### src/rtl/sno_pkg.sv
// Shared types, constants and the square-root step for the Sobel edge-thinning core.
package sno_pkg;

  localparam int GRAY_W     = 8;
  localparam int MAG_W      = 11;
  localparam int DIR_W      = 2;
  localparam int GRAD_W     = 11;
  localparam int SUM_W      = 22;
  localparam int CFG_W      = 12;
  localparam int CFG_IDX_W  = 2;
  localparam int SQ_STAGES  = 3;
  localparam int SQ_PER     = 4;
  localparam int SQ_STEPS   = SQ_STAGES * SQ_PER;
  localparam int SQ_IN_W    = 2 * SQ_STEPS;
  localparam int ROOT_W     = SQ_STEPS;
  localparam int REM_W      = ROOT_W + 2;

  localparam logic [CFG_IDX_W-1:0] CFG_WIDTH  = 2'd0;
  localparam logic [CFG_IDX_W-1:0] CFG_HEIGHT = 2'd1;

  localparam logic [DIR_W-1:0] DIR_HORZ = 2'd0;
  localparam logic [DIR_W-1:0] DIR_DIAG = 2'd1;
  localparam logic [DIR_W-1:0] DIR_ANTI = 2'd2;
  localparam logic [DIR_W-1:0] DIR_VERT = 2'd3;

  localparam logic [21:0] TAN22 = 22'd423652;
  localparam logic [21:0] TAN23 = 22'd445094;
  localparam logic [21:0] TAN67 = 22'd2470290;
  localparam logic [21:0] TAN68 = 22'd2595317;

  typedef struct packed {
    logic out_ok;
    logic inner;
    logic last;
  } pos_flags_t;

  typedef struct packed {
    logic [REM_W-1:0]  rem;
    logic [ROOT_W-1:0] q;
  } sqrt_acc_t;

  function automatic sqrt_acc_t sqrt_step(sqrt_acc_t a, logic [1:0] bits);
    logic [REM_W+1:0] cur;
    logic [REM_W+1:0] t;
    sqrt_acc_t r;
    cur = {a.rem, bits};
    t = {{(REM_W - ROOT_W){1'b0}}, a.q, 2'b01};
    if (cur >= t) begin
      r.rem = REM_W'(cur - t);
      r.q = {a.q[ROOT_W-2:0], 1'b1};
    end else begin
      r.rem = REM_W'(cur);
      r.q = {a.q[ROOT_W-2:0], 1'b0};
    end
    return r;
  endfunction

endpackage

### src/rtl/sno_isqrt.sv
// Pipelined integer square root, four result bits per stage.
module sno_isqrt import sno_pkg::*; (
  input  logic             clk,
  input  logic             adv,
  input  logic [SUM_W-1:0] in_sum,
  output logic [MAG_W-1:0] root
);

  sqrt_acc_t acc_r [SQ_STAGES];
  logic [SQ_IN_W-1:0] s_r [SQ_STAGES];

  for (genvar k = 0; k < SQ_STAGES; k++) begin : g_stage
    logic [SQ_IN_W-1:0] src;
    sqrt_acc_t start;
    sqrt_acc_t nxt;
    if (k == 0) begin : g_first
      assign src = SQ_IN_W'(in_sum);
      assign start = '0;
    end else begin : g_rest
      assign src = s_r[k-1];
      assign start = acc_r[k-1];
    end
    always_comb begin
      nxt = start;
      for (int j = 0; j < SQ_PER; j++) begin
        nxt = sqrt_step(nxt, src[2*(SQ_STEPS-1-k*SQ_PER-j) +: 2]);
      end
    end
    always_ff @(posedge clk) begin
      if (adv) begin
        s_r[k] <= src;
        acc_r[k] <= nxt;
      end
    end
  end

  assign root = acc_r[SQ_STAGES-1].q[MAG_W-1:0];

endmodule

### config.mk
export PLATFORM = sky130hd
export DESIGN_NAME = sno_isqrt
export DESIGN_NICKNAME = d
export VERILOG_FILES = /design/src/rtl/sno_pkg.sv /design/src/rtl/sno_isqrt.sv
export SDC_FILE = /design/constraint.sdc
export NUM_CORES = 1
export LEC_CHECK = 0
export BUFFER_PORTS_ARGS = -buffer_cell sky130_fd_sc_hd__buf_2
export CAP_MARGIN = 5
export CORE_UTILIZATION = 40
export DETAILED_ROUTE_END_ITERATION = 10
export SYNTH_ARGS = -nofsm -noshare
export SYNTH_HDL_FRONTEND = slang
export SYNTH_SLANG_ARGS = --single-unit
### constraint.sdc
create_clock -name clk -period 14.85 [get_ports clk]
set_clock_uncertainty 0.1 [all_clocks]
set_input_delay 3.7125 -clock clk [delete_from_list [all_inputs] [get_ports clk]]
set_output_delay 3.7125 -clock clk [all_outputs]
set_load 0.01 [all_outputs]
### After elaboration in Yosys (flattened, before gate mapping)

Memory sizes are Yosys's and may differ from the RTL's.
Index checks and enable logic that the tools add are counted.

| word-level totals | value |
|---|---|
| register bits | 0 |
| RAM bits | 150 |
| output and inout bits | 11 |
| logic and storage cells | 37 |
| memories | 2 |

Memories:

| name | depth | bits a word | rd ports | clocked after memory_dff | write ports | RTL line | text |
|---|---|---|---|---|---|---|---|
| acc_r | 3 | 26 | 3 | 0 | 3 | sno_isqrt.sv:9 | `sqrt_acc_t acc_r [SQ_STAGES];` |
| s_r | 3 | 24 | 2 | 0 | 3 | sno_isqrt.sv:10 | `logic [SQ_IN_W-1:0] s_r [SQ_STAGES];` |

| operators by class | value |
|---|---|
| add/sub/neg operators | 11 |
| magnitude comparators | 11 |
| multiplexer cells | 13 |

Operators by type and width:

| operator | number |
|---|---|
| $mux 26 | 11 |
| $ge 16x14->1 | 10 |
| $sub 14x14->14 | 10 |
| $sub 2x1->3 const B | 1 |
| $ge 2x1->1 const B | 1 |
| $mux 1 | 2 |

### Longest topological paths before layout

Gate-level depths: netlist of the first run.
An unclocked memory read counts as a cell.

| logic depth | value |
|---|---|
| depth after elaboration | 9 |
| mapped depth | 48 |

### Worst setup path after synthesis of the first run

No wires, ideal clock.

| timing path | value |
|---|---|
| path type | register -> register |
| start point | mem acc_r[0][14] (netlist name) |
| end point | mem acc_r[0][43] (netlist name), data pin |
| setup time | 260 ps |
| data arrival time | 9,053 ps |
| setup slack | 5,437 ps |
| cell stages (with the launch flop) | 42 |
| buffers on the path | 7 |
| period minus slack after synthesis | 9,413 ps |
| cell sequence | edfxtp_1 ha_1 or4_1 buf_2 nor4_1 nand2_1 clkbuf_1 a21oi_1 ha_1 clkbuf_1 a2111oi_0 o31ai_1 o21a_1 or4_1 buf_6 clkbuf_1 a21oi_1 inv_1 [6 not listed] o211ai_1 a221oi_1 and3_1 nand2_1 inv_1 buf_2 nor2_1 xnor2_1 ha_1 nand3_1 nor2_1 a21o_1 a32oi_1 nand4_1 nor3b_2 nand2b_4 buf_6 mux2_4 |

RTL lines:

| element | RTL line |
|---|---|
| start, declared | sno_isqrt.sv:9 |

==> flow_summary.toml, run 1 <==
[power]
pwr-share-seq_pct = 23.6
p_int_uw = 737.7
switching_share_pct = 41.55
irDropWorstVdd_uv = 91.38
leakage_uw = 0.003370
p_comb_share_pct = 56.1
clockPowerShare_pct = 20.3
power_uw = 1262
power.switching_uw = 524.4
power_density_mw_per_mm2 = 157.6

[global_route]
grt_pass1_vias = 5867
grt-ovfl-total = 0
grt_pass1_wl_mm = 29.48
grt_usage_pct = 20.47
grt_max_degree = 74
antenna_found_initial = 0

[cells_and_area]
final_core_util_pct = 44.43
areaGrowthSynthToFinish_pct = 8.768
antennaDiodeCount = 0
layout-drive-gt1-share_pct = 10.02
fin_nets = 952
fill_cells = 1814
final_common_cell = "a21oi_1"
final_cell_mix = "a21oi_1, ha_1, edfxtp_1"

[setup_path]
timing.rr.start = "acc_r[0][2]"
worstPathRequired_ps = 14840
endpoint_kind = "flop"
crit_start = "acc_r[0][2]"
crit_type = "reg2reg"
cpPeakStageDelay_ps = 780
cp_slowest_cell = "or4_1"
worstPathArrival_ps = 10820
path_max_fanout = 17
startpoint_type = "flop"

[synthesis]
synth_edf_count = 73
syn_avg_cell_area_um2 = 8.829
syn_inst = 834
ys.warnings.count = 0
synth.ff_latch_count = 73
synthesis.nets = 933
syn_area_mm2 = 0.007363
yosysSeqAreaShare_pct = 29.77
ys_types = 80
synth_ff_type = "edfxtp_1"
synth_async_sr_flop_share_pct = 0

[clock_network]
clk_pin_slew_worst_paths_ps = 60
holdBufCountCts = 0
worstSkewPairLatency_ps = 350
postCtsSetupBuffers = 0
numCtsBuffers = 9
cts_tree = "built"
htreeDepth = 3
clockRootBuffer = "clkbuf_16"
clock-sinks = 73
cts_buffer_depth = 2
cts_resized = 0

[sta]
setup_violations = 0
slew_violations = 0
tns_ps = 0
hold_viol_final = 0
slew-limit-headroom_pct = 37.34
holdWs_ps = 313.6
finalCriticalPeriod_ps = 10830
worstMarginPinSlew_ps = 940.0
max_freq_mhz = 92.35
fin_crit_sh_pct = 72.92
grt_setup_unrepaired = "false"

[status]
status = "complete, no violations"

[drt]
drt_iter0_drc = 459
avgRoutedWirePerCell_um = 17.06
ant_nets = 0
firstDrtPassIters = 5
num_vias = 6223
wl_mm = 18.55
routed_via_density = 5.725
drc = 0

[floorplan]
row_count = 49
die_area_mm2 = 0.01895
io_pins = 35
die_x_um = 137.7
core_area_mm2 = 0.01802
initial_core_util_pct = 40.85
die_y_um = 137.7

[placement]
gp_congestion = 0.9208
hpwl_mm = 14.53
port_buffers = 34

[hold_path]
holdCritPathClass = "reg2reg"
hold_start = "s_r[0][4]"

[flow_run]
maxCapViolCount = 0
power by group through the flow:
stage / clock (µW) / combinational [µW] / sequential, µW
6_report: 256 / 708 / 298
3_3_place_gp: 0 / 699 / 302
5_1_grt: 270 / 789 / 303
3_5_place_dp: 0 / 699 / 303
4_1_cts: 262 / 703 / 299
2_1_floorplan: 0 / 556 / 292
synthesized netlist by cell type, types with 10 or more instances:
library cell,count,area [µm²]
a21oi_1,76,380.4
ha_1,75,938.4
edfxtp_1,73,2192
nor2_1,68,255.2
inv_1,58,217.7
nand2_1,55,206.5
o21ai_0,49,245.2
xnor2_1,43,376.6
nor3_1,27,135.1
xor2_1,23,201.4
a21o_1,20,150.1
nand3_1,15,75.07
o21a_1,14,105.1
clkbuf_1,12,45.04
buf_4,11,82.58
nand2b_1,11,68.82
nand4_1,11,68.82
and3_1,10,62.56
mux2_2,10,112.6
path summary, 6_finish.rpt:
check | end | slack [ps] | cells after the start
hold / removal | s_r[0][28] | 310 | 0
setup reg to reg | acc_r[0][43] | 4020 | 42
hold reg to reg | s_r[0][28] | 310 | 0
setup / recovery | acc_r[0][43] | 4020 | 42
final cells by class:
class	count	area, µm²	area share, %
Sequential cell	73	2192	27.37
Timing Repair Buffer	38	202.7	2.531
Clock buffer	10	229.0	2.859
Inverter	60	225.2	2.812
Tap cell	229	286.5	3.578
Clock inverter	6	115.1	1.437
Multi-Input combinational cell	671	4758	59.41
logic make-up (layout without fill, tap and decap cells):
group | Yosys count | in the layout | share of synthesized area (%)
compound gates | 246 | 246 | 21.95
fa+ha+maj | 75 | 75 | 12.74
flops | 73 | 73 | 29.77
mux | 18 | 18 | 2.923
simple gates | 263 | 263 | 18.66
xor+xnor | 68 | 68 | 8.292
buf+inv | 90 | 114 | 5.607
other cells | 1 | 1 | 0.05093
routing by layer:
layer / share of wire (%) / global-route usage [%]
met4: 3.6 / 10.13
met5: 0 / 0
met2: 49 / 35.34
met3: 3.9 / 3.495
met1: 44 / 24.40
state kept, by name, summed over array words and instances (netlist names):
register  count
s_r          24
acc_r        49
critical path, delay by kind of cell (launching register included):
kind	cells	cell delay, ps
buffers and inverters	6	1440
multiplexers	1	320
AO/OA/AOI/OAI	8	1610
AND/OR/NAND/NOR	21	4960
flip-flops	1	340
XOR/XNOR	2	430
adder cells (fa/ha/maj)	4	1340
metrics by stage:
step / cells / setup WS [ps] / cell area, µm²
after floorplan: 834 / 5437 / 7363
after global placement: 1071 / 4414 / 7665
after detailed placement: 1071 / 4170 / 7665
after CTS: 1087 / 4130 / 8009
after global routing: 1087 / 3245 / 8009
final: 1087 / 4022 / 8009
Note: power is estimated with default switching activity, not from simulation.
==> run 2, diff against run 1 <==
- clock period: 14.85 -> 11.3 ns (I/O delays scaled with it)
==> flow_summary.toml, run 2 (synthesized netlist as in run 1, its figures left out) <==
[status]
status = "complete, no violations"

[drt]
firstDrtPassIters = 5
drt_iter0_drc = 380
routed_via_density = 5.755
num_vias = 6261
wl_mm = 18.52
avgRoutedWirePerCell_um = 17.02
ant_nets = 0
drc = 0

[placement]
gp_congestion = 0.9042
port_buffers = 34
placedInstanceArea_mm2 = 0.007665
hpwl_mm = 14.52

[clock_network]
htreeDepth = 3
cts_tree = "built"
cts_buffer_depth = 2
clock-sinks = 73
worstSkewPairLatency_ps = 350
clockRootBuffer = "clkbuf_16"
clk_pin_slew_worst_paths_ps = 60
holdBufCountCts = 0
numCtsBuffers = 9

[cells_and_area]
largest_reg_flops = 49
antennaDiodeCount = 0
fin_nets = 953
final_cell_mix = "a21oi_1, ha_1, edfxtp_1"
layout-drive-gt1-share_pct = 10.36
reg.largest.list = "acc_r: 49 flops, s_r: 24 flops"
largest_register = "acc_r"
final_common_cell = "a21oi_1"
areaGrowthSynthToFinish_pct = 8.632
design_area_mm2 = 0.007999
fill_cells = 1817

[floorplan]
die_y_um = 137.7
initial_core_util_pct = 40.85
core_area_mm2 = 0.01802
die_area_mm2 = 0.01895
row_count = 49
die_x_um = 137.7
io_pins = 35

[sta]
slew_violations = 0
slew-limit-headroom_pct = 33.59
setup_violations = 0
max_freq_mhz = 95.66
finalCriticalPeriod_ps = 10450
grt_setup_unrepaired = "false"
worstMarginPinSlew_ps = 987.7
hold_viol_final = 0
fin_crit_sh_pct = 92.51
tns_ps = 0

[setup_path]
startpoint_type = "flop"
path_max_fanout = 17
cpPeakStageDelay_ps = 650
cp_slowest_cell = "or4_4"
timing.rr.start = "acc_r[0][14]"
worstPathRequired_ps = 11290
critPathBufInv = 3
crit_type = "reg2reg"
crit_family = "simple AND/OR/NAND/NOR gates"
crit_start = "acc_r[0][14]"
endpoint_kind = "flop"
path_common_cell = "ha_1"
worstPathArrival_ps = 10450

[power]
clockPowerShare_pct = 19.0
p_int_uw = 942.8
power.switching_uw = 692.7
switching_share_pct = 42.35
irDropWorstVdd_uv = 98.87
power_density_mw_per_mm2 = 204.5
leakage_uw = 0.003362
pwr-share-seq_pct = 24.0
p_comb_share_pct = 57.0

[hold_path]
hold_start = "s_r[0][0]"
holdCritPathClass = "reg2reg"

[global_route]
antenna_found_initial = 0
grt_pass1_vias = 6118
grt_usage_pct = 20.65
grt_pass1_wl_mm = 29.93
grt-ovfl-total = 0
grt_max_degree = 74

[flow_run]
maxCapViolCount = 0
run 2: through the flow:
stage / instances / hold WS, ps / util, % / setup slack (ps) / power (µW)
2_1_floorplan: 834 / 300.3 / - / 1887 / 1113
3_3_place_gp: 1071 / 302.5 / 42.52 / 891.5 / 1313
3_5_place_dp: 1071 / 305.2 / 42.52 / 589.0 / 1313
4_1_cts: 1087 / 320.0 / 44.29 / 551.2 / 1634
5_1_grt: 1088 / 329.6 / 44.38 / 71.68 / 1769
6_report: 1088 / 317.5 / 44.38 / 846.2 / 1635
run 2: timing repair:
| item | 4_1_cts | 5_1_grt |
|---|---|---|
| endpoints found under the setup margin | 0 | 14 |
| buffers inserted | 0 | 1 |
| gates resized for setup | 0 | 2 |
run 2: layout make-up:
type / count / area (µm²) / area share [%]
clock buffers: 9 / 225.2 / 2.816
flip-flops and latches: 73 / 2192 / 27.40
clock inverters: 7 / 93.84 / 1.173
well taps: 229 / 286.5 / 3.582
inverters: 60 / 229.0 / 2.863
repair buffers: 39 / 210.2 / 2.628
multi-input cells: 671 / 4762 / 59.53
run 2: final timing paths:
kind | endpoint | slack, ps | cells after the start
worst min-delay path | s_r[0][24] | 320 | 0
worst min register to register | s_r[0][24] | 320 | 0
worst max-delay path | acc_r[0][43] | 850 | 36
worst max register to register | acc_r[0][43] | 850 | 36
run 2: routing by layer:
layer / up-vias / track usage, % / wire length (µm)
li1: 3161 / - / -
met5: - / 0 / 0
met2: 143 / 37.07 / 9242
met1: 2917 / 24.00 / 7961
met3: 40 / 3.569 / 763
met4: 0 / 8.669 / 552
run 2: power groups by stage:
stage	clock network, µW	registers (µW)	logic, µW
2_1_floorplan	0	383	730
3_3_place_gp	0	398	916
3_5_place_dp	0	399	915
4_1_cts	320	393	921
5_1_grt	329	398	1040
6_report	311	393	931
